===== config.mk =====
export PLATFORM = sky130hd
export DESIGN_NAME = rmq_sqrt
export DESIGN_NICKNAME = d
export VERILOG_FILES = /design/src/sv/rmq_pkg.sv /design/src/sv/rmq_sqrt.sv
export SDC_FILE = /design/constraint.sdc
export NUM_CORES = 2
export LEC_CHECK = 0
export BUFFER_PORTS_ARGS = -buffer_cell sky130_fd_sc_hd__buf_4
export CORE_MARGIN = 8
export CORE_UTILIZATION = 40
export DETAILED_ROUTE_END_ITERATION = 8
export PLACE_DENSITY = 0.65
export REMOVE_ABC_BUFFERS = 1
export SLEW_MARGIN = 10
export SYNTH_ARGS = -nofsm -noshare
export SYNTH_HDL_FRONTEND = slang
export SYNTH_SLANG_ARGS = --single-unit

===== constraint.sdc =====
create_clock -name i_clk -period 3.9 [get_ports i_clk]
set_clock_uncertainty 0.15 [all_clocks]
set_input_delay 0.39 -clock i_clk [delete_from_list [all_inputs] [get_ports i_clk]]
set_output_delay 0.39 -clock i_clk [all_outputs]
set_load 0.01 [all_outputs]

===== src/sv/rmq_pkg.sv =====
package rmq_pkg;

    localparam int FRAC_BITS_DEF = 14;
    localparam int IN_W          = 18;
    localparam int D_W           = 19;
    localparam int QW            = 18;
    localparam int SAT_MAX       = 131071;

    localparam logic [1:0] FIRST_W = 2'd0;
    localparam logic [1:0] FIRST_X = 2'd1;
    localparam logic [1:0] FIRST_Y = 2'd2;
    localparam logic [1:0] FIRST_Z = 2'd3;

    // control and side data that rides along the root pipeline
    typedef struct packed {
        logic                  valid;
        logic [1:0]            first;
        logic                  degen;
        logic signed [D_W-1:0] d_a;
        logic signed [D_W-1:0] d_b;
        logic signed [D_W-1:0] d_c;
    } t_side;

    // signed width of the trace and the root argument
    function automatic int arg_width(input int f);
        return ((f > 19) ? f : 19) + 3;
    endfunction

    // bits of the integer square root of arg << f
    function automatic int root_width(input int f);
        return (arg_width(f) - 1 + f + 1) / 2;
    endfunction

    // cycles from an accepted start to the result strobe
    function automatic int latency(input int f);
        return root_width(f) + QW + 3;
    endfunction

    // apply sign and saturate a quotient magnitude
    function automatic logic signed [IN_W-1:0] sat_part(input logic [QW-1:0] q,
                                                        input logic ovf,
                                                        input logic neg);
        logic signed [IN_W-1:0] res;
        if (neg) begin
            if (ovf || (q > 18'd131072)) begin
                res = 18'sh20000;
            end else begin
                res = IN_W'(-$signed({1'b0, q}));
            end
        end else begin
            if (ovf || q[QW-1]) begin
                res = 18'sh1FFFF;
            end else begin
                res = $signed(q);
            end
        end
        return res;
    endfunction

endpackage


===== src/sv/rmq_sqrt.sv =====
module rmq_sqrt #(
    parameter int SW = 18
) (
    input  logic             i_clk,
    input  logic             i_rst_n,
    input  logic [2*SW-1:0]  i_rad,
    input  rmq_pkg::t_side   i_side,
    output logic [SW-1:0]    o_root,
    output rmq_pkg::t_side   o_side
);
    import rmq_pkg::*;

    logic [SW:0]     r_rem  [SW];
    logic [SW-1:0]   r_root [SW];
    logic [2*SW-1:0] r_rad  [SW];
    t_side           r_side [SW];

    // one root bit per stage, restoring digit recurrence
    for (genvar k = 0; k < SW; k++) begin : g_stage
        logic [SW:0]     p_rem;
        logic [SW-1:0]   p_root;
        logic [2*SW-1:0] p_rad;
        t_side           p_side;
        logic [SW+1:0]   shifted, trial, diff;
        logic            take;

        if (k == 0) begin : g_first
            assign p_rem  = '0;
            assign p_root = '0;
            assign p_rad  = i_rad;
            assign p_side = i_side;
        end else begin : g_next
            assign p_rem  = r_rem[k-1];
            assign p_root = r_root[k-1];
            assign p_rad  = r_rad[k-1];
            assign p_side = r_side[k-1];
        end

        assign shifted = {p_rem[SW-1:0], p_rad[2*SW-1:2*SW-2]};
        assign trial   = {p_root, 2'b01};
        assign diff    = shifted - trial;
        assign take    = shifted >= trial;

        always_ff @(posedge i_clk) begin
            r_rem[k]  <= take ? diff[SW:0] : shifted[SW:0];
            r_root[k] <= {p_root[SW-2:0], take};
            r_rad[k]  <= {p_rad[2*SW-3:0], 2'b00};
            if (!i_rst_n) begin
                r_side[k].valid <= 1'b0;
            end else begin
                r_side[k] <= p_side;
            end
        end
    end

    assign o_root = r_root[SW-1];
    assign o_side = r_side[SW-1];

endmodule


==> metrics list <==
- In this run the worst hold path is classified as in -> reg.
- Input and output buffers added on the ports amount to 177.
* Worst-path maximum fanout: 30
- Synthesis produced 3,777 cells.
- Detailed placement ended at an HPWL of 53,500 µm.
* Sum of negative setup slack: 0 ns
- Total CTS buffers: 183
* Floorplan die area: 164,000 µm²
- RSZ-0062 raised after global routing: no
- After global routing the overflow that remains totals 0.
- Before antenna repair, the detailed router went through 5 iterations.
* Max-cap violation count: 0
- Outcome: completed
- Largest net degree at the start of global routing: 106
- Proportion of netlist area held by the largest area contributor: 53.6%
- Worst IR drop on VDD: 0.371 mV
* Number of clock sinks: 1,861
- Clock edge transition at the registers on the reported setup and hold paths: 0.06 ns
- GP Congestion: 0.881
* Clock insertion delay at the later pin of the skew report: 0.77 ns
- In this run the number of H-tree levels came out at 4.
- 0 antenna diodes ended up in the layout.
- Cell area after synthesis: 60,500 µm²
- Cell type of the slowest stage on the worst timing path: a221o_1
- CTS tree: done
* Share of final-layout standard cells stronger than drive strength 1: 13.0%
- Number of flops mapped to enable cells by yosys: 1,080
- The clock passes through at most 3 buffers.
- Count of nets left with antenna violations after detail routing: 0
* Aggregate routed wire length: 84,200 µm
- After synthesis, the most frequently instantiated cells are 1,080 x edfxtp_1, 781 x dfxtp_1, 238 x inv_1, 190 x ha_1, 184 x nor2_1.
- The critical path is of the reg -> reg type.
- Critical path startpoint: r_root[14][8]$_DFF_P_
- Final Core Density: 47.9%
- The largest single stage delay on the critical path is 0.95 ns.
- Layout Cell Area excl Fill: 71,800 µm²
- For this design the ratio of total power to cell area is 651 nW/µm².
- Using the TritonRoute via totals, the vias-per-cell ratio works out to 4.49.
- Dominant cells by area after synthesis: edfxtp_1 54%, dfxtp_1 26%, ha_1 3.9%, xnor2_1 1.9%, a21oi_1 1.5%
* Detailed Route Iter0 Violations: 1,351
- The startpoint identified for the worst hold timing path is i_rad[14].
* IO Pins: 178
- The first global-routing pass estimated 138,000 µm of wire.
- Reported leakage power: 28.6 nW
- Cell Chain, Critical Path: inv_1 > ha_1 > and3_1 > nand2_1 > or3_1 > o211ai_1 > a221o_1 > mux2_2
* Synth Register Bits: 1,861
- In the final layout, flip-flops and latches occupy 48,100 µm².
* Leading area contributor after synthesis: edfxtp_1
* Fill cells: 12,755
- From left edge to right edge, the die measures 405 µm.
* Slew HR: 22.9%
- The most used flip-flop cell after synthesis is edfxtp_1.
- Area of the multi-input gates: 11,400 µm²
- Global router's overall resource usage: 10.0%
* Sort of element at the end of the critical path: flip-flop
- Setup violations remaining at the end of the flow were counted as 0.
- Fmax: 0.307 GHz
* Via count of the first global-routing pass: 28,379
- Kind of start point of the critical path: flip-flop
- Total core area: 150,000 µm²
* Signed area change from the synthesized netlist to the final layout: 18.7%
* Sequential fraction of the synthesis area: 79.4%
- Fraction of registers with async set or reset after synthesis: 0%
* Slew Viols, Final: 0
* Total number of vias: 28,757
- Placed Instance Area: 64,600 µm²
* Signal arrival time at the worst endpoint: 3.74 ns
* Final hold violations: 0
- In the routed design, unresolved DRC markers number 0.
- Most frequent cell after synthesis: edfxtp_1
- At the pin with the least slew margin, the transition time is 1.16 ns.
- The synthesized netlist contains 76 unique library cells.
* WL per Instance: 13.2 µm
* Effective utilization at floorplan: 40.3%
* Setup Buffers After CTS: 0
* Hold Worst Slack: 0.101 ns
* Crit Reg-Reg Startpoint: r_root[14][8]$_DFF_P_
* Clock period minus final worst setup slack: 3.25 ns
- Count of synthesis-stage warnings from yosys: 0
- Mean cell area of the mapped netlist: 16.0 µm²
* Die Height: 405 µm
- Final period util: 83.4%
- CP Data Required Time: 4.39 ns
- In the final design database the tool counted 4,524 nets.
* Floorplan row count: 142
- Clk root buf: clkbuf_16
- The number of antenna violations at the first check in global routing is 2.
registers in the layout (all words and copies together) (netlist names):
| register | flops |
|---|---|
| r_rad | 306 |
| r_rem | 286 |
| r_side | 1098 |
| r_root | 171 |
area by class of cell:
| class | count | share of cell area, % |
|---|---|---|
| multi-input cells | 1637 | 15.8 |
| repair buffers | 314 | 3.83 |
| well taps | 2016 | 3.51 |
| inverters | 238 | 1.24 |
| clock buffers | 260 | 7.15 |
| clock inverters | 76 | 1.51 |
| flip-flops and latches | 1861 | 66.9 |
worst max-delay path: cells and delay by family, from the launching register on:
kind | cells | cell delay [ns]
AOI/OAI and AO/OA | 2 | 1.04
adders and majority gates | 1 | 0.35
buffers and inverters | 1 | 0.05
DFF | 1 | 0.33
muxes | 1 | 0.43
and+or+nand+nor | 3 | 0.78
timing repair:
action,in CTS,in global routing
endpoints found under the hold margin,129,0
hold buffers,99,0
resized for setup,0,0
path summary, 6_finish.rpt:
path / to / slack (ns) / depth (start not counted)
setup reg to reg: r_rem[15][14]$_DFF_P_ / 0.65 / 8
hold / removal: r_rad[0][14]$_DFF_P_ / 0.10 / 2
hold reg to reg: r_rad[11][28]$_DFF_P_ / 0.16 / 0
setup / recovery: r_rem[15][14]$_DFF_P_ / 0.65 / 8
power breakdown:
part / switching, mW / internal, mW / total [mW]
sequential: 1.03 / 23.0 / 24.0
combinational: 2.73 / 2.46 / 5.19
clock: 7.19 / 10.3 / 17.5
total: 11.0 / 35.8 / 46.7
layer usage:
metal	GRT usage [%]	vias to the layer above	share of wire (%)
met3	2.70	236	4.8
met1	12.4	13458	44
met4	4.42	0	3.6
met5	0	-	0
li1	-	14549	-
met2	16.5	514	47
through the flow:
| step | setup WS, ns | cells | total power, mW |
|---|---|---|---|
| 2_1_floorplan | 0.0356 | 3736 | 27.9 |
| 3_3_place_gp | 0.758 | 5967 | 29.4 |
| 3_5_place_dp | 0.697 | 5967 | 29.5 |
| 4_1_cts | 0.672 | 6402 | 47.5 |
| 5_1_grt | 0.485 | 6402 | 49.1 |
| 6_report | 0.648 | 6402 | 46.7 |
cell families (layout without fill, tap and decap cells):
group	Yosys count	count (layout)	share of synthesized area, %
AOI/OAI and AO/OA	520	520	5.36
xor gates and xnor gates	215	215	3.11
adders and majority gates	190	190	3.93
buffers and inverters	279	888	1.75
DFF	1861	1861	79.4
muxes	50	50	0.916
other	1	1	0.00620
and+or+nand+nor	661	661	5.48
placed cells by master, fill, tap and decap left out, types with 43 or more instances in the layout:
cell type,n
edfxtp_1,1080
dfxtp_1,781
inv_1,238
buf_4,203
ha_1,190
clkbuf_16,185
nor2_1,184
a21oi_1,179
nand2_1,141
xnor2_1,130
o21ai_0,120
dlygate4sd3_1,99
xor2_1,85
nor3_1,52
clkbuf_1,51
a21o_1,43
mux2_2,43
Power figures use the tool's default switching activity.
