<file path="src/sv/rmq_pkg.sv">
package rmq_pkg;

    localparam int FRAC_BITS_DEF = 14;
    localparam int IN_W          = 18;
    localparam int D_W           = 19;
    localparam int QW            = 18;
    localparam int SAT_MAX       = 131071;

    localparam logic [1:0] FIRST_W = 2'd0;
    localparam logic [1:0] FIRST_X = 2'd1;
    localparam logic [1:0] FIRST_Y = 2'd2;
    localparam logic [1:0] FIRST_Z = 2'd3;

    // control and side data that rides along the root pipeline
    typedef struct packed {
        logic                  valid;
        logic [1:0]            first;
        logic                  degen;
        logic signed [D_W-1:0] d_a;
        logic signed [D_W-1:0] d_b;
        logic signed [D_W-1:0] d_c;
    } t_side;

    // signed width of the trace and the root argument
    function automatic int arg_width(input int f);
        return ((f > 19) ? f : 19) + 3;
    endfunction

    // bits of the integer square root of arg << f
    function automatic int root_width(input int f);
        return (arg_width(f) - 1 + f + 1) / 2;
    endfunction

    // cycles from an accepted start to the result strobe
    function automatic int latency(input int f);
        return root_width(f) + QW + 3;
    endfunction

    // apply sign and saturate a quotient magnitude
    function automatic logic signed [IN_W-1:0] sat_part(input logic [QW-1:0] q,
                                                        input logic ovf,
                                                        input logic neg);
        logic signed [IN_W-1:0] res;
        if (neg) begin
            if (ovf || (q > 18'd131072)) begin
                res = 18'sh20000;
            end else begin
                res = IN_W'(-$signed({1'b0, q}));
            end
        end else begin
            if (ovf || q[QW-1]) begin
                res = 18'sh1FFFF;
            end else begin
                res = $signed(q);
            end
        end
        return res;
    endfunction

endpackage

</file>
<file path="src/sv/rmq_div.sv">
module rmq_div #(
    parameter int FRAC_BITS = rmq_pkg::FRAC_BITS_DEF,
    parameter int SW        = 18
) (
    input  logic                           i_clk,
    input  logic signed [rmq_pkg::D_W-1:0] i_d,
    input  logic [SW-1:0]                  i_s,
    output logic [rmq_pkg::QW-1:0]         o_q,
    output logic                           o_ovf,
    output logic                           o_neg
);
    import rmq_pkg::*;

    localparam int NW = D_W + FRAC_BITS + 1;
    localparam int DW = SW + 1;
    localparam int CW = (NW > DW + QW) ? NW : DW + QW;

    logic [D_W-1:0] mag;
    logic [CW-1:0]  num;
    logic [DW-1:0]  den;

    logic [CW-1:0]  r_rem [QW+1];
    logic [QW-1:0]  r_q   [QW+1];
    logic [DW-1:0]  r_den [QW+1];
    logic           r_ovf [QW+1];
    logic           r_neg [QW+1];

    // form the rounded numerator and the doubled root
    assign mag = i_d[D_W-1] ? D_W'(-i_d) : D_W'(i_d);
    assign num = (CW'(mag) << FRAC_BITS) + CW'(i_s);
    assign den = {i_s, 1'b0};

    always_ff @(posedge i_clk) begin
        r_rem[0] <= num;
        r_q[0]   <= '0;
        r_den[0] <= den;
        r_ovf[0] <= num >= (CW'(den) << QW);
        r_neg[0] <= i_d[D_W-1];
    end

    // one quotient bit per stage, MSB first
    for (genvar k = 1; k <= QW; k++) begin : g_stage
        localparam int B = QW - k;
        logic [CW-1:0] trial;
        logic          take;

        assign trial = CW'(r_den[k-1]) << B;
        assign take  = r_rem[k-1] >= trial;

        always_ff @(posedge i_clk) begin
            r_rem[k] <= take ? r_rem[k-1] - trial : r_rem[k-1];
            r_q[k]   <= r_q[k-1] | (QW'(take) << B);
            r_den[k] <= r_den[k-1];
            r_ovf[k] <= r_ovf[k-1];
            r_neg[k] <= r_neg[k-1];
        end
    end

    assign o_q   = r_q[QW];
    assign o_ovf = r_ovf[QW];
    assign o_neg = r_neg[QW];

endmodule

</file>
<file path="config.mk">
export PLATFORM = sky130hd
export DESIGN_NAME = rmq_div
export DESIGN_NICKNAME = d
export VERILOG_FILES = /design/src/sv/rmq_pkg.sv /design/src/sv/rmq_div.sv
export SDC_FILE = /design/constraint.sdc
export NUM_CORES = 2
export LEC_CHECK = 0
export ABC_AREA = 1
export BUFFER_PORTS_ARGS = -buffer_cell sky130_fd_sc_hd__buf_4
export CAP_MARGIN = 25
export CORE_MARGIN = 4
export CORE_UTILIZATION = 55
export CTS_CLUSTER_DIAMETER = 30
export DETAILED_ROUTE_END_ITERATION = 7
export PLACE_DENSITY = 0.71
export SLEW_MARGIN = 20
export SYNTH_ARGS = -nofsm -noshare
export SYNTH_HDL_FRONTEND = slang
export SYNTH_SLANG_ARGS = --single-unit
</file>
<file path="constraint.sdc">
create_clock -name i_clk -period 10.1 [get_ports i_clk]
set_input_delay 1.01 -clock i_clk [delete_from_list [all_inputs] [get_ports i_clk]]
set_output_delay 1.01 -clock i_clk [all_outputs]
set_load 0.1 [all_outputs]
</file>
==> results.md <==
Synthesis:
- The mux share of post-synthesis cell area is 0%.
- Yosys printed 0 warnings.
- By area the synthesized netlist is led by dfxtp_1 40%, nand2_1 14%, ha_1 8.3%.
- The combinational family with the most area after synthesis is simple AND/OR/NAND/NOR gates.
- Summing the areas of all fa, ha and maj instances in the mapped netlist gives 8.96% of the synthesized area.
- The fraction of the yosys area taken by sequential cells is 39.6%.
- In the synthesized netlist, the number of instances is 7160.
- The synthesized design spends more area on one cell type than any other, namely dfxtp_1.
- After synthesis, the mean cell area works out to 7.21 µm².
- The compound-gate portion of the synthesized area is 10.4%.
- The distinct cell type count after synthesis is 53.
- The fraction of post-synthesis cell area in the top cell type by area is 39.6%.
- The fraction of registers with async set or reset after synthesis is 0%.
- In this run, synthesis produced a sequential element count of 1022.
- After Yosys synthesis, XOR and XNOR cells account for 4.29% of the synthesized area.
- For this run, the leading register cell type out of synthesis is dfxtp_1.
- After Yosys synthesis, and, or, nand and nor cells account for 28.0% of the synthesized area.
- The number of enable-type register cells in the synthesized netlist is 0.
- The cell area that synthesis handed to floorplanning was 51600 µm².

Drt:
- After the first detailed-routing iteration, the DRC count stood at 3471.
- The detailed router placed 46400 vias in this run.
- The count of nets left with antenna violations once routing finished came out at 0.
- The first detailed-routing pass took 6 iterations.
- In the final routed layout, each cell accounts on average for 16.7 µm.
- The overall routed net length is 146000 µm.
- After detailed routing, the number of remaining DRC violations is 0.
- The via density per instance is 5.29.

STA:
- The post-layout minimum cycle time is 3710 ps.
- Setup repair after global routing left no endpoint under its margin.
- The number of hold-slack violations in the final timing report is 0.
- In the finished design, the share of the clock period the worst path needs comes to 36.8%.
- The number of max-slew violations in the final report came to 0.
- The count of final setup violators is 0.
- The final setup TNS is 0 ps.
- Derived from the worst setup path, the maximum achievable clock frequency is 0.269 GHz.
- The maximum clock skew at final layout is 25.8 ps.
- Hold is met by 308 ps.
- The worst-margin pin slew is 888 ps.
- The worst pin sits at a relative slew slack of 40.6%.

Setup path:
- The first element of the critical path is i_d[18].
- STA puts the critical path data arrival time at 4420 ps.
- STA puts the critical path data required time at 10810 ps.
- In this run the worst path has a maximum fanout of 30.
- The maximum cell stage delay along the critical path is 350 ps.
- The total buffers and inverters traversed by the critical path is 3.
- The launching element type of the critical path is an input pin.
- The critical path is of the in -> reg type.
- The family of cells with the greatest summed delay on the critical path is simple AND/OR/NAND/NOR gates.
- The startpoint of the most critical register-to-register path is r_rem[4][2].
- The largest individual stage delay along the critical path comes from the cell ha_1.
- The type of destination of the critical path is a flop.
- The cell with the most instances on the worst path is nand2_1.

CTS:
- The later pin in the worst-skew pair is clocked with a latency of 770 ps.
- The number of buffers inserted by post-CTS setup repair is 0.
- The longest clock path from root to sink contains 3 buffers.
- The clock net sink count is 1022.
- The number of gates resized after CTS was 0.
- The clock tree synthesis step divided the H-tree into 4 levels.
- The clock slew seen by the registers of the worst setup and hold paths is 60 ps.
- The cell sitting at the root of the clock tree is a clkbuf_16.
- TritonCTS created 193 clock buffers.
- The clock tree from TritonCTS is yes.
- The quantity of hold-fixing buffers added after cts is 0.

Placed design:
- The count of port buffers added during placement is 57.
- The congestion estimate from routability-driven global placement came to 0.989.
- The detailed-placement wirelength estimate is 116000 µm.
- The placed instance area is 53100 µm².

Floorplan:
- The I/O pin count is 58.
- From bottom edge to top edge, the die measures 314 µm.
- The placement row count is 112.
- The floorplan step set the die width to 314 µm.
- The floorplan step defined a die boundary enclosing 98800 µm².
- The floorplan step defined a core boundary enclosing 93200 µm².
- For this configuration, the core starts out at a cell density of 55.4%.

Power:
- The switching power total is 8.67 mW.
- For this design the static power due to leakage is 29.0 nW.
- Dividing total power by cell area gives a power density of 353 nW/µm².
- The share of total power dissipated in combinational logic is 39.5%.
- Across the VDD grid, the largest voltage drop is 0.000177 V.
- The internal portion of the total power is 12.5 mW.
- The clock group share of total power is 31.3%.
- Of the total power, the share spent switching nets is 40.9%.
- The sequential fraction of design power is 29.2%.

Run:
- The tool flagged a number of max-cap violations equal to 0.

Status:
- The run finished with clean final reports.

Cells and area:
- The area growth from synthesis to layout is 16.4%.
- Cells fill 64.5% of the core in the end.
- The layout net count is 7742.
- The fraction of layout instances using a drive strength above 1 is 7.39%.
- The summed area of non-filler cells in the final layout is 60100 µm².
- Counting the fill cells in the layout gives 8282.

Global route:
- The initial antenna violation count is 4.
- The via count of the first global-routing pass is 44900.
- The total global routing track utilization is 29.2%.
- After global routing the overflow that remains totals 0.
- The largest net degree at the start of global routing is 46.
- The first global-routing pass estimated 232000 µm of wire.

Worst hold path:
- The source of the worst hold timing path is r_neg[1].
- The type of the most critical hold path is reg -> reg.
## placed cells by master (no fill, tap or decap), types with 12 or more instances in the layout
| cell type | netlist | layout |
|---|---|---|
| xnor2_1 | 132 | 132 |
| bufinv_16 | 0 | 21 |
| or2_2 | 12 | 12 |
| clkbuf_8 | 0 | 20 |
| inv_8 | 0 | 12 |
| a21o_1 | 22 | 22 |
| nor3_1 | 97 | 97 |
| clkbuf_1 | 1 | 13 |
| nand2_1 | 1956 | 1956 |
| dfxtp_1 | 1022 | 1022 |
| o21bai_1 | 30 | 30 |
| a21boi_0 | 13 | 13 |
| clkinv_4 | 0 | 15 |
| nand2_2 | 16 | 16 |
| a21oi_2 | 28 | 28 |
| nor2_1 | 653 | 652 |
| clkinvlp_4 | 0 | 24 |
| clkbuf_16 | 0 | 198 |
| nand3b_1 | 63 | 63 |
| o21ai_0 | 228 | 228 |
| o21ai_1 | 164 | 164 |
| nor4_1 | 38 | 38 |
| fa_1 | 18 | 18 |
| ha_1 | 341 | 341 |
| buf_4 | 11 | 58 |
| a21oi_1 | 448 | 448 |
| o21ai_2 | 20 | 20 |
| inv_1 | 1015 | 1015 |
| o21a_1 | 15 | 15 |
| inv_6 | 0 | 33 |
| nand4_1 | 139 | 139 |
| xor2_1 | 121 | 121 |
| nand3_1 | 391 | 391 |
| inv_2 | 30 | 30 |
| clkinv_2 | 0 | 15 |
## Yosys cell counts (all sizes together) (39+ instances only)
| library cell | n |
|---|---|
| nor4 | 39 |
| dfxtp | 1022 |
| buf | 70 |
| xor2 | 121 |
| nand4 | 141 |
| nand2 | 1977 |
| ha | 341 |
| a21oi | 476 |
| nand3 | 397 |
| inv | 1049 |
| nand3b | 63 |
| xnor2 | 132 |
| nor3 | 101 |
| nor2 | 668 |
| o21ai | 412 |
## sequential cells by signal, summed over array words and instances, names as in the netlist
name / flops
r_neg: 19
r_ovf: 19
r_den: 164
r_q: 171
r_rem: 649
## metal layers
layer | up-vias | track usage [%] | part of all wire (%)
li1 | 23400 | - | -
met1 | 21100 | 37.1 | 43
met2 | 1548 | 49.9 | 47
met3 | 380 | 4.19 | 6.0
met4 | 0 | 12.2 | 4.1
met5 | - | 0 | 0
## metrics by stage
stage                     power (mW)  setup WS [ps]  instances
final                           21.2           6390       8769
after floorplan                 12.0           6210       7161
after global routing            22.6           5960       8768
after CTS                       21.2           6470       8767
after global placement          14.4           5730       8402
after detailed placement        14.4           5670       8403
## area by class of cell
| type | count | area [µm²] | area share (%) |
|---|---|---|---|
| antenna | 1 | 2.50 | 0.00417 |
| clock buffer | 231 | 5280 | 8.79 |
| clock inverter | 133 | 1670 | 2.78 |
| inverter | 1049 | 3950 | 6.57 |
| multi-input combinational | 5019 | 26700 | 44.4 |
| sequential | 1022 | 20500 | 34.1 |
| tap | 1254 | 1570 | 2.61 |
| timing repair buffer | 60 | 474 | 0.789 |
## power groups by stage
stage | clock network, mW | logic [mW] | registers [mW]
5_1_grt | 6.93 | 9.41 | 6.29
6_report | 6.63 | 8.37 | 6.20
2_1_floorplan | 0 | 6.23 | 5.81
4_1_cts | 6.73 | 8.26 | 6.18
3_3_place_gp | 0 | 8.11 | 6.25
3_5_place_dp | 0 | 8.17 | 6.25
## cell families after synthesis
| kind of cell | after synthesis |
|---|---|
| adder cells (fa/ha/maj) | 359 |
| AO/OA/AOI/OAI | 987 |
| AND/OR/NAND/NOR | 3418 |
| buffers and inverters | 1120 |
| other | 1 |
| flip-flops | 1022 |
| XOR/XNOR | 253 |
## final timing paths
path | endpoint | slack (ps) | depth (start not counted)
min | r_neg[2] | 310 | 0
max | r_ovf[0] | 6390 | 27
max reg2reg | r_rem[5][36] | 6840 | 12
min reg2reg | r_neg[2] | 310 | 0
Power figures use the tool's default switching activity.
