`config.mk`:
```
export PLATFORM = sky130hd
export DESIGN_NAME = rmq_front
export DESIGN_NICKNAME = d
export VERILOG_FILES = /design/src/sv/rmq_pkg.sv /design/src/sv/rmq_front.sv
export SDC_FILE = /design/constraint.sdc
export NUM_CORES = 1
export LEC_CHECK = 0
export BUFFER_PORTS_ARGS = -buffer_cell sky130_fd_sc_hd__buf_2
export CAP_MARGIN = 40
export CORE_MARGIN = 1
export CORE_UTILIZATION = 43
export CTS_CLUSTER_DIAMETER = 80
export DETAILED_ROUTE_END_ITERATION = 8
export MAX_ROUTING_LAYER = met4
export PLACE_DENSITY = 0.67
export SYNTH_ARGS = -nofsm -noshare
export SYNTH_HDL_FRONTEND = slang
export SYNTH_SLANG_ARGS = --single-unit
```
`constraint.sdc`:
```
create_clock -name i_clk -period 17.9 [get_ports i_clk]
set_input_delay 2.685 -clock i_clk [delete_from_list [all_inputs] [get_ports i_clk]]
set_output_delay 2.685 -clock i_clk [all_outputs]
set_load 0.01 [all_outputs]
```
`src/sv/rmq_pkg.sv`:
```
package rmq_pkg;

    localparam int FRAC_BITS_DEF = 14;
    localparam int IN_W          = 18;
    localparam int D_W           = 19;
    localparam int QW            = 18;
    localparam int SAT_MAX       = 131071;

    localparam logic [1:0] FIRST_W = 2'd0;
    localparam logic [1:0] FIRST_X = 2'd1;
    localparam logic [1:0] FIRST_Y = 2'd2;
    localparam logic [1:0] FIRST_Z = 2'd3;

    // control and side data that rides along the root pipeline
    typedef struct packed {
        logic                  valid;
        logic [1:0]            first;
        logic                  degen;
        logic signed [D_W-1:0] d_a;
        logic signed [D_W-1:0] d_b;
        logic signed [D_W-1:0] d_c;
    } t_side;

    // signed width of the trace and the root argument
    function automatic int arg_width(input int f);
        return ((f > 19) ? f : 19) + 3;
    endfunction

    // bits of the integer square root of arg << f
    function automatic int root_width(input int f);
        return (arg_width(f) - 1 + f + 1) / 2;
    endfunction

    // cycles from an accepted start to the result strobe
    function automatic int latency(input int f);
        return root_width(f) + QW + 3;
    endfunction

    // apply sign and saturate a quotient magnitude
    function automatic logic signed [IN_W-1:0] sat_part(input logic [QW-1:0] q,
                                                        input logic ovf,
                                                        input logic neg);
        logic signed [IN_W-1:0] res;
        if (neg) begin
            if (ovf || (q > 18'd131072)) begin
                res = 18'sh20000;
            end else begin
                res = IN_W'(-$signed({1'b0, q}));
            end
        end else begin
            if (ovf || q[QW-1]) begin
                res = 18'sh1FFFF;
            end else begin
                res = $signed(q);
            end
        end
        return res;
    endfunction

endpackage

```
`src/sv/rmq_front.sv`:
```
module rmq_front #(
    parameter int FRAC_BITS = rmq_pkg::FRAC_BITS_DEF
) (
    input  logic                                               i_clk,
    input  logic                                               i_rst_n,
    input  logic                                               i_valid,
    input  logic signed [rmq_pkg::IN_W-1:0]                    i_m11,
    input  logic signed [rmq_pkg::IN_W-1:0]                    i_m12,
    input  logic signed [rmq_pkg::IN_W-1:0]                    i_m13,
    input  logic signed [rmq_pkg::IN_W-1:0]                    i_m21,
    input  logic signed [rmq_pkg::IN_W-1:0]                    i_m22,
    input  logic signed [rmq_pkg::IN_W-1:0]                    i_m23,
    input  logic signed [rmq_pkg::IN_W-1:0]                    i_m31,
    input  logic signed [rmq_pkg::IN_W-1:0]                    i_m32,
    input  logic signed [rmq_pkg::IN_W-1:0]                    i_m33,
    output logic signed [rmq_pkg::arg_width(FRAC_BITS)-1:0]    o_arg,
    output rmq_pkg::t_side                                     o_side
);
    import rmq_pkg::*;

    localparam int AW = arg_width(FRAC_BITS);
    localparam int TW = AW + 5;
    localparam logic signed [AW-1:0] C_ONE      = AW'(1) <<< FRAC_BITS;
    localparam logic signed [TW-1:0] C_NINE_ONE = TW'(9) <<< FRAC_BITS;

    logic signed [AW-1:0] e11, e22, e33, tr, n_arg, r_arg;
    logic signed [TW-1:0] tr25;
    t_side                n_side, r_side;

    assign e11 = AW'(i_m11);
    assign e22 = AW'(i_m22);
    assign e33 = AW'(i_m33);
    assign tr  = e11 + e22 + e33 + C_ONE;
    assign tr25 = (TW'(tr) <<< 4) + (TW'(tr) <<< 3) + TW'(tr);

    // pick the branch, root argument and off-diagonal terms
    always_comb begin
        n_side.valid = i_valid;
        n_side.degen = 1'b0;
        if (tr25 > C_NINE_ONE) begin
            n_side.first = FIRST_W;
            n_arg        = tr;
            n_side.d_a   = D_W'(i_m23) - D_W'(i_m32);
            n_side.d_b   = D_W'(i_m31) - D_W'(i_m13);
            n_side.d_c   = D_W'(i_m12) - D_W'(i_m21);
        end else if (i_m11 >= i_m22 && i_m11 >= i_m33) begin
            n_side.first = FIRST_X;
            n_arg        = C_ONE + e11 - e22 - e33;
            n_side.d_a   = D_W'(i_m12) + D_W'(i_m21);
            n_side.d_b   = D_W'(i_m13) + D_W'(i_m31);
            n_side.d_c   = D_W'(i_m23) - D_W'(i_m32);
        end else if (i_m22 >= i_m11 && i_m22 >= i_m33) begin
            n_side.first = FIRST_Y;
            n_arg        = C_ONE + e22 - e11 - e33;
            n_side.d_a   = D_W'(i_m12) + D_W'(i_m21);
            n_side.d_b   = D_W'(i_m23) + D_W'(i_m32);
            n_side.d_c   = D_W'(i_m31) - D_W'(i_m13);
        end else begin
            n_side.first = FIRST_Z;
            n_arg        = C_ONE + e33 - e11 - e22;
            n_side.d_a   = D_W'(i_m13) + D_W'(i_m31);
            n_side.d_b   = D_W'(i_m23) + D_W'(i_m32);
            n_side.d_c   = D_W'(i_m12) - D_W'(i_m21);
        end
    end

    // register the stage
    always_ff @(posedge i_clk) begin
        r_arg <= n_arg;
        if (!i_rst_n) begin
            r_side.valid <= 1'b0;
        end else begin
            r_side <= n_side;
        end
    end

    assign o_arg  = r_arg;
    assign o_side = r_side;

endmodule

```
==> results.toml, run 1 <==
[global_routing]
antenna_found_initial = 1
grtUsageTotal = 0.256
grt_pass1_vias = 16400
grt-ovfl-total = 0
grt_max_degree = 78
grt_pass1_wl_um = 85800

[route]
antenna_left = 0
dr_total_vias = 16100
drc = 0
drtIter0Drc = 1059
wl_per_cell_um = 18.8
via_per_inst = 5.59
drt_first_pass_iters = 6
wirelength_um = 54200

[clock_network]
numCtsBuffers = 9
cts.clk_slew.worst_paths_ns = 0.06
post_cts_resized = 0
clock-sinks = 81
cts_hold_buf = 0
cts_buffer_depth = 2
cts_tree = "built"
postCtsSetupRepairBufs = 0
cts-htree-levels = 3
cts_root_buffer = "clkbuf_16"

[setup_path]
required_ns = 18.08
cp_data_arrival_time_ns = 10.99
end_kind = "flip-flop"
critical_path_class = "input pin to flip-flop"
slowest_stage = "buf_4"
crit_path_max_incr_delay_ns = 0.66
path_common_cell = "a21o_1"
cp-start-kind = "input pin"
crit_fanout = 77

[yosys]
ys_seq_area_frac = 0.122
netlist_instances = 2141
yosys.area_share.simple = 0.134
ys_seq_elements = 81
async_flop_share = 0
synth_mux_area_frac = 0.0181
avgSynthCellArea_sq_um = 8.48
ys_warn_count = 0
synth.cell_area_sq_um = 18100
synth_xor_area_frac = 0.0747
synth_top_family_by_area = "adder cells"
synth_fa_ha_area_frac = 0.369
synth_edf_count = 59
ys_types = 84
synth_nets = 2784
synth_ff_type = "edfxtp_1"
synth_compound_area_frac = 0.211

[power]
p_int_w = 0.00141
comb_power_share = 0.821
total_power_w = 0.00299
pwr-share-clk = 0.063
sw_frac_of_total = 0.528
vdd_drop_max_uv = 120
p_leak_nw = 9.80
power_frac_seq = 0.115
switchingPower_w = 0.00158
powerDensity_nw_per_um2 = 149

[floorplan]
die-area_sq_um = 43000
die_x_um = 207
start_util = 0.440
coreArea_sq_um = 41200
io_pins = 248
rows = 74
fp.dieH_um = 207

[layout]
syn2layout_area_growth_pct = 11.0
drive_above_1_share = 0.129
nets = 2987

[worst_hold_path]
min_from = "i_valid"
worstHoldEndpoint = "o_side[60]"
holdPathStages = 2
hp-class = "input pin to flip-flop"

[placed_design]
place_congestion = 0.950
portBuffers = 246
hpwlAfterDp_um = 45100

[sta]
slew_headroom = 0.440
period_needed_ns = 10.82
setup_viol = 0
fin_setup_tns_ns = 0
rsz0062_at_grt = "false"
hold_viol_final = 0
drv_slew = 0
worst_pin_slew_ns = 0.840
fin_crit_sh = 0.604
maxClockFrequency_mhz = 92.4

[job]
max-cap-violations = 0

[run_status]
outcome = "finished clean"
==> flip-flops by register name, indices dropped and copies added, names as in the netlist <==
register and flops:
o_side 60, o_arg 21
==> how the worst max path moves through the flow <==
stage	from	end	depth (start not counted)
after floorplan	i_m11[2]	o_side[13]	29
after global placement	i_m11[2]	o_side[9]	30
after detailed placement	i_m11[2]	o_side[4]	30
after CTS	i_m11[2]	o_side[17]	30
after global routing	i_m11[2]	o_side[5]	30
final	i_m11[2]	o_side[6]	30
==> synth_stat cells (5+ instances only) <==
master,instances,area share
xor2_1,47,0.023
nor2_1,142,0.029
o2111ai_1,5,0.0024
and3_1,15,0.0052
or2_2,8,0.0028
o31a_1,5,0.0024
nand2_1,106,0.022
o22ai_1,6,0.0021
fa_1,96,0.11
mux2_2,6,0.0037
buf_4,5,0.0021
xnor2_1,106,0.051
and2_1,8,0.0028
o211a_1,5,0.0028
a21boi_0,6,0.0025
o41a_1,6,0.0037
dfxtp_1,22,0.024
o21bai_1,29,0.012
nand3b_1,5,0.0021
clkbuf_1,34,0.0070
o21ai_0,110,0.030
or3_1,20,0.0069
a221oi_1,10,0.0048
nor3_1,60,0.017
edfxtp_1,59,0.098
ha_1,382,0.26
a2111oi_0,8,0.0039
a211oi_1,27,0.011
a21o_1,44,0.018
mux2i_1,26,0.014
a211o_1,11,0.0053
o221ai_1,5,0.0024
o21a_1,27,0.011
nor2b_1,29,0.010
o211ai_1,44,0.018
nand4_1,9,0.0031
nor4_1,11,0.0038
buf_2,24,0.0066
a31oi_1,23,0.0079
o31ai_1,13,0.0054
a21oi_1,130,0.036
nand3_1,46,0.013
nand2b_1,23,0.0079
inv_1,261,0.054
or4_1,6,0.0025
==> routing by layer <==
metal,GRT usage,vias to the layer above,share of wire
li1,-,7901,-
met1,0.327,7699,0.45
met2,0.435,445,0.48
met3,0.0210,61,0.045
met4,0.0700,0,0.022
met5,-,-,0
==> power by group through the flow <==
stage | clock network, W | registers [W] | logic (W)
2_1_floorplan | 0 | 0.000361 | 0.00181
3_3_place_gp | 0 | 0.000350 | 0.00239
3_5_place_dp | 0 | 0.000346 | 0.00243
4_1_cts | 0.000194 | 0.000345 | 0.00245
5_1_grt | 0.000202 | 0.000349 | 0.00272
6_report | 0.000190 | 0.000346 | 0.00246
==> final cells by class <==
| cell class | count | area (sq um) |
|---|---|---|
| inverter | 262 | 983 |
| multi-input combinational | 1733 | 14700 |
| clock buffer | 10 | 229 |
| fill | 3935 | 21100 |
| clock inverter | 6 | 58.8 |
| antenna | 1 | 2.50 |
| timing repair buffer | 257 | 1320 |
| sequential | 81 | 2210 |
| tap | 532 | 666 |
==> stage by stage <==
stage | instance area, sq um | utilization | cells | setup WS (ns) | hold WS [ns]
after floorplan | 18100 | - | 2141 | 8.51 | 2.80
after global placement | 19800 | 0.481 | 2863 | 6.90 | 2.88
after detailed placement | 19900 | 0.482 | 2865 | 6.68 | 2.90
after CTS | 20100 | 0.489 | 2881 | 7.03 | 2.53
after global routing | 20100 | 0.489 | 2882 | 6.48 | 2.54
final | 20100 | 0.489 | 2882 | 7.08 | 2.54
==> worst max-delay path, delay by kind of cell <==
| family | cells | cell delay (ns) |
|---|---|---|
| compound gates | 13 | 2.93 |
| fa+ha+maj | 6 | 2.44 |
| simple gates | 5 | 1.35 |
| buf+inv | 5 | 1.21 |
| xor+xnor | 1 | 0.30 |
==> cell families (layout without fill, tap and decap cells) <==
logic type / after synthesis / in the layout
flip-flops: 81 / 81
AO/OA/AOI/OAI: 567 / 567
AND/OR/NAND/NOR: 501 / 501
XOR/XNOR: 154 / 154
buffers and inverters: 327 / 535
other: 1 / 2
multiplexers: 32 / 32
adder cells (fa/ha/maj): 478 / 478
==> layout by cell type (no fill, tap or decap), types with 26 or more instances in the layout <==
cell type / count
nor2b_1: 29
mux2i_1: 26
edfxtp_1: 59
a21oi_1: 130
nand2_1: 105
o21ai_0: 110
nand3_1: 46
o21a_1: 27
fa_1: 96
inv_1: 261
o211ai_1: 44
o21bai_1: 29
xor2_1: 47
a211oi_1: 27
buf_2: 246
ha_1: 382
nor3_1: 60
a21o_1: 44
xnor2_1: 106
nor2_1: 142
(Power assumes the default switching activity.)
==> inputs of run 2 (changes only) <==
--- a/config.mk
+++ b/config.mk
@@ -12,7 +12,7 @@
 export CTS_CLUSTER_DIAMETER = 80
 export DETAILED_ROUTE_END_ITERATION = 8
 export MAX_ROUTING_LAYER = met4
-export PLACE_DENSITY = 0.67
+export PLACE_DENSITY = 0.69
 export SYNTH_ARGS = -nofsm -noshare
 export SYNTH_HDL_FRONTEND = slang
 export SYNTH_SLANG_ARGS = --single-unit
==> constraint.sdc (replaced) <==
create_clock -name i_clk -period 9.05 [get_ports i_clk]
set_input_delay 1.3575 -clock i_clk [delete_from_list [all_inputs] [get_ports i_clk]]
set_output_delay 1.3575 -clock i_clk [all_outputs]
set_load 0.01 [all_outputs]
==> run 2 against run 1 <==
Compared with the run above:
- combinational power rose by 99%
- non-clock buffer count rose by 8
- die area did not move
==> results.toml, run 2 (synthesized netlist as in run 1, its figures left out) <==
[clock_network]
postCtsSetupRepairBufs = 0
cts_tree = "built"
cts-htree-levels = 3
clock-sinks = 81
cts_root_buffer = "clkbuf_16"
cts.clk_slew.worst_paths_ns = 0.06
cts_hold_buf = 0
post_cts_resized = 0
numCtsBuffers = 9
cts_buffer_depth = 2

[setup_path]
critical_path_class = "input pin to flip-flop"
cp_num_buf_inv = 5
slowest_stage = "fa_1"
cp-start-kind = "input pin"
crit_family = "compound AO/OA/AOI/OAI gates"
end_kind = "flip-flop"
crit_path_max_incr_delay_ns = 0.58
crit_fanout = 12
required_ns = 9.14
crit_start = "i_m11[2]"
cp_data_arrival_time_ns = 8.67

[power]
powerDensity_nw_per_um2 = 293
vdd_drop_max_uv = 237
p_leak_nw = 9.84

[floorplan]
die_x_um = 207
io_pins = 248
start_util = 0.440
rows = 74
die-area_sq_um = 43000
fp.dieH_um = 207
coreArea_sq_um = 41200

[placed_design]
place_ws_ns = 0.0988
place_congestion = 0.956
portBuffers = 246
hpwlAfterDp_um = 44600

[sta]
setup_viol = 0
slew_headroom = 0.452
maxClockFrequency_mhz = 117
fin_setup_tns_ns = 0
fin_crit_sh = 0.947
worst_pin_slew_ns = 0.801
hold_viol_final = 0
drv_slew = 0
period_needed_ns = 8.57
fin_ws_ns = 0.475
fin_hold_ws_ns = 1.21
rsz0062_at_grt = "false"

[route]
drc = 0
wl_per_cell_um = 18.4
dr_total_vias = 16200
antenna_left = 0
drtIter0Drc = 1150
via_per_inst = 5.61
wirelength_um = 53100
drt_first_pass_iters = 6

[layout]
final_cell_mix = "ha_1, inv_1, buf_2"
diodes = 0
syn2layout_area_growth_pct = 11.4
final_common_cell = "ha_1"
nets = 2995
drive_above_1_share = 0.133
largest_reg_flops = 60

[global_routing]
grt_pass1_vias = 16500
grt_max_degree = 63
grt-ovfl-total = 0
grtUsageTotal = 0.252
grt_pass1_wl_um = 84400
antenna_found_initial = 0

[job]
max-cap-violations = 0

[worst_hold_path]
min_from = "i_valid"
hp-class = "input pin to flip-flop"

[run_status]
outcome = "finished clean"
-- run 2: cell types whose count changed in the layout (fill, tap and decap cells not counted), moves of 2 or more --
| cell | change |
|---|---|
| buf_12 | +3 |
| buf_4 | +6 |
| clkbuf_1 | +2 |
| clkinv_1 | -2 |
-- run 2: cell type report --
| cell class | count | area (sq um) |
|---|---|---|
| inverter | 262 | 983 |
| clock inverter | 3 | 17.5 |
| multi-input combinational | 1733 | 14700 |
| clock buffer | 13 | 250 |
| tap | 532 | 666 |
| fill | 3986 | 21000 |
| timing repair buffer | 265 | 1410 |
| sequential | 81 | 2210 |
-- run 2: stage by stage --
step | instance area, sq um | power [W] | util | std cells
floorplan | 18100 | 0.00428 | - | 2141
global placement | 19900 | 0.00544 | 0.484 | 2872
detailed placement | 19900 | 0.00552 | 0.484 | 2873
CTS | 20200 | 0.00591 | 0.491 | 2889
global route | 20200 | 0.00649 | 0.491 | 2889
finish | 20200 | 0.00592 | 0.491 | 2889
-- run 2: path summary, 6_finish.rpt --
check  depth (start not counted)  slack (ns)    endpoint
min                            2        1.21  o_side[60]
max                           30        0.48   o_side[9]
-- run 2: metal layers --
layer,share of wire,global-route usage,vias to the layer above
met5,0,-,-
met4,0.022,0.0718,0
met3,0.056,0.0174,63
met2,0.48,0.431,533
met1,0.44,0.318,7687
li1,-,-,7919
-- run 2: power breakdown --
part / internal, W / switching [W]
clock network: 0.000193 / 0.000155
registers: 0.000596 / 0.0000914
logic: 0.00204 / 0.00284
total: 0.00283 / 0.00309
==> inputs of run 3 (changes only) <==
--- a/config.mk
+++ b/config.mk
@@ -5,6 +5,7 @@
 export SDC_FILE = /design/constraint.sdc
 export NUM_CORES = 1
 export LEC_CHECK = 0
+export ABC_AREA = 1
 export BUFFER_PORTS_ARGS = -buffer_cell sky130_fd_sc_hd__buf_2
 export CAP_MARGIN = 40
 export CORE_MARGIN = 1
@@ -12,7 +13,7 @@
 export CTS_CLUSTER_DIAMETER = 80
 export DETAILED_ROUTE_END_ITERATION = 8
 export MAX_ROUTING_LAYER = met4
-export PLACE_DENSITY = 0.69
+export PLACE_DENSITY = 0.68
 export SYNTH_ARGS = -nofsm -noshare
 export SYNTH_HDL_FRONTEND = slang
 export SYNTH_SLANG_ARGS = --single-unit
==> run 3 against run 2 <==
Compared with the run above:
- flip-flop and latch count is the same
- critical endpoint is now o_side[55]
- non-clock buffer count down 13
- cell area grew 14%
- sequential share of layout area fell by 1.3 points
- fmax grew 18%
- setup slack better by 1.3 ns
- via count up 31%
- global-route usage up 4.1 points
==> results.toml, run 3 <==
[route]
drc = 0
antenna_left = 0
via_per_inst = 5.28
wirelength_um = 71300
drtIter0Drc = 1521
dr_total_vias = 21100
wl_per_cell_um = 17.8
drt_first_pass_iters = 5

[clock_network]
cts_root_buffer = "clkbuf_16"
post_cts_resized = 0
cts_tree = "built"
postCtsSetupRepairBufs = 0
cts-htree-levels = 3
cts_buffer_depth = 2
cts.clk_slew.worst_paths_ns = 0.07
cts_hold_buf = 0
numCtsBuffers = 9
clock-sinks = 81

[sta]
slew_headroom = 0.386
fin_crit_sh = 0.805
drv_slew = 0
period_needed_ns = 7.28
hold_viol_final = 0
setup_viol = 0
rsz0062_at_grt = "false"
fin_setup_tns_ns = 0
maxClockFrequency_mhz = 137
worst_pin_slew_ns = 0.921

[floorplan]
rows = 80
fp.dieH_um = 223
die-area_sq_um = 49900
start_util = 0.439
die_x_um = 223
io_pins = 248
coreArea_sq_um = 48000

[placed_design]
hpwlAfterDp_um = 60700
place_congestion = 1.00
portBuffers = 246
dp_cells = 3987

[layout]
syn2layout_area_growth_pct = 9.34
final_cells = 4004
nets = 4026
num-fill-cells = 5107
drive_above_1_share = 0.0850
final_common_cell = "nand2_1"
final_cell_mix = "nand2_1, inv_1, ha_1"
seqCellArea_sq_um = 2210
largest_reg_flops = 60
multi_input_area_sq_um = 16700

[power]
total_power_w = 0.00638
vdd_drop_max_uv = 268
powerDensity_nw_per_um2 = 277
p_leak_nw = 13.0

[yosys]
ys_top_cells_by_area = "ha_1, nand2_1, fa_1"
synth.largest_area_cell = "ha_1"
synth_ff_type = "edfxtp_1"
synth_edf_count = 59
async_flop_share = 0
ys_types = 46
avgSynthCellArea_sq_um = 6.58
ys_seq_area_frac = 0.105
ys_seq_elements = 81
synth.cell_area_sq_um = 21100
synth.most_common_cell = "nand2_1"
ys_warn_count = 0
netlist_instances = 3203
synth_nets = 3846
synth_top_cell_area_share = 0.227
yosys-top-cells-count = "nand2_1, inv_1, ha_1"

[setup_path]
required_ns = 9.27
end_kind = "flip-flop"
cp-start-kind = "input pin"
path_depth = 32
path_common_cell = "nand2_1"
slowest_stage = "buf_4"
cp_data_arrival_time_ns = 7.50
crit_path_max_incr_delay_ns = 0.63
cp_num_buf_inv = 6
crit_fanout = 76
cp-endpoint = "o_side[55]"
crit_start = "i_m11[2]"
crit_family = "adder cells"
critical_path_class = "input pin to flip-flop"

[global_routing]
antenna_found_initial = 1
grt_max_degree = 79
grt-ovfl-total = 0
grt_pass1_vias = 20300
grtUsageTotal = 0.292
grt_pass1_wl_um = 111000

[worst_hold_path]
hp-class = "input pin to flip-flop"

[run_status]
outcome = "finished clean"

[job]
max-cap-violations = 0
-- run 3: layout make-up --
class | instances | area share
Clock inverter | 7 | 0.00402
Clock buffer | 9 | 0.00977
Sequential cell | 81 | 0.0960
Tap cell | 615 | 0.0334
Antenna cell | 1 | 0.000109
Timing Repair Buffer | 252 | 0.0557
Multi-Input combinational cell | 2577 | 0.726
Inverter | 462 | 0.0752
-- run 3: power by group --
group | internal (W) | switching [W] | total (W) | leakage (nW)
clock | 0.000224 | 0.000186 | 0.000410 | 0.158
combinational | 0.00182 | 0.00345 | 0.00527 | 12.1
sequential | 0.000604 | 0.0000980 | 0.000702 | 0.760
-- run 3: how the worst min path moves through the flow --
stage,startpoint,to,slack [ns],depth (start not counted)
2_1_floorplan,i_valid,o_side[60],1.45,2
3_3_place_gp,i_valid,o_side[60],1.54,3
3_5_place_dp,i_valid,o_side[60],1.54,3
4_1_cts,i_valid,o_side[60],1.17,3
5_1_grt,i_valid,o_side[60],1.20,3
6_report,i_valid,o_side[60],1.18,3
-- run 3: cells by family after synthesis --
logic type | count (synthesis) | share of synthesized area
and+or+nand+nor | 1541 | 0.307
DFF | 81 | 0.105
buffers and inverters | 545 | 0.102
AOI/OAI and AO/OA | 416 | 0.109
xor gates and xnor gates | 141 | 0.0589
other | 1 | 0.000178
adders and majority gates | 478 | 0.318
-- run 3: worst min-delay path: stages --
cell and delay, ns:
buf_2 0.07, nand2_1 0.04, inv_1 0.04
-- run 3: stage by stage --
step	util	hold slack (ns)	setup slack, ns	cell area, sq um
final	0.480	1.18	1.77	23000
after detailed placement	0.473	1.54	1.45	22700
after global placement	0.473	1.54	1.55	22700
after floorplan	-	1.45	2.59	21100
after global routing	0.480	1.20	1.17	23000
after CTS	0.480	1.17	1.80	23000
-- run 3: metal layers --
metal / GRT usage / wire, um
met5: - / 0
met4: 0.144 / 4080
met3: 0.0211 / 3350
met2: 0.496 / 34100
met1: 0.350 / 29800
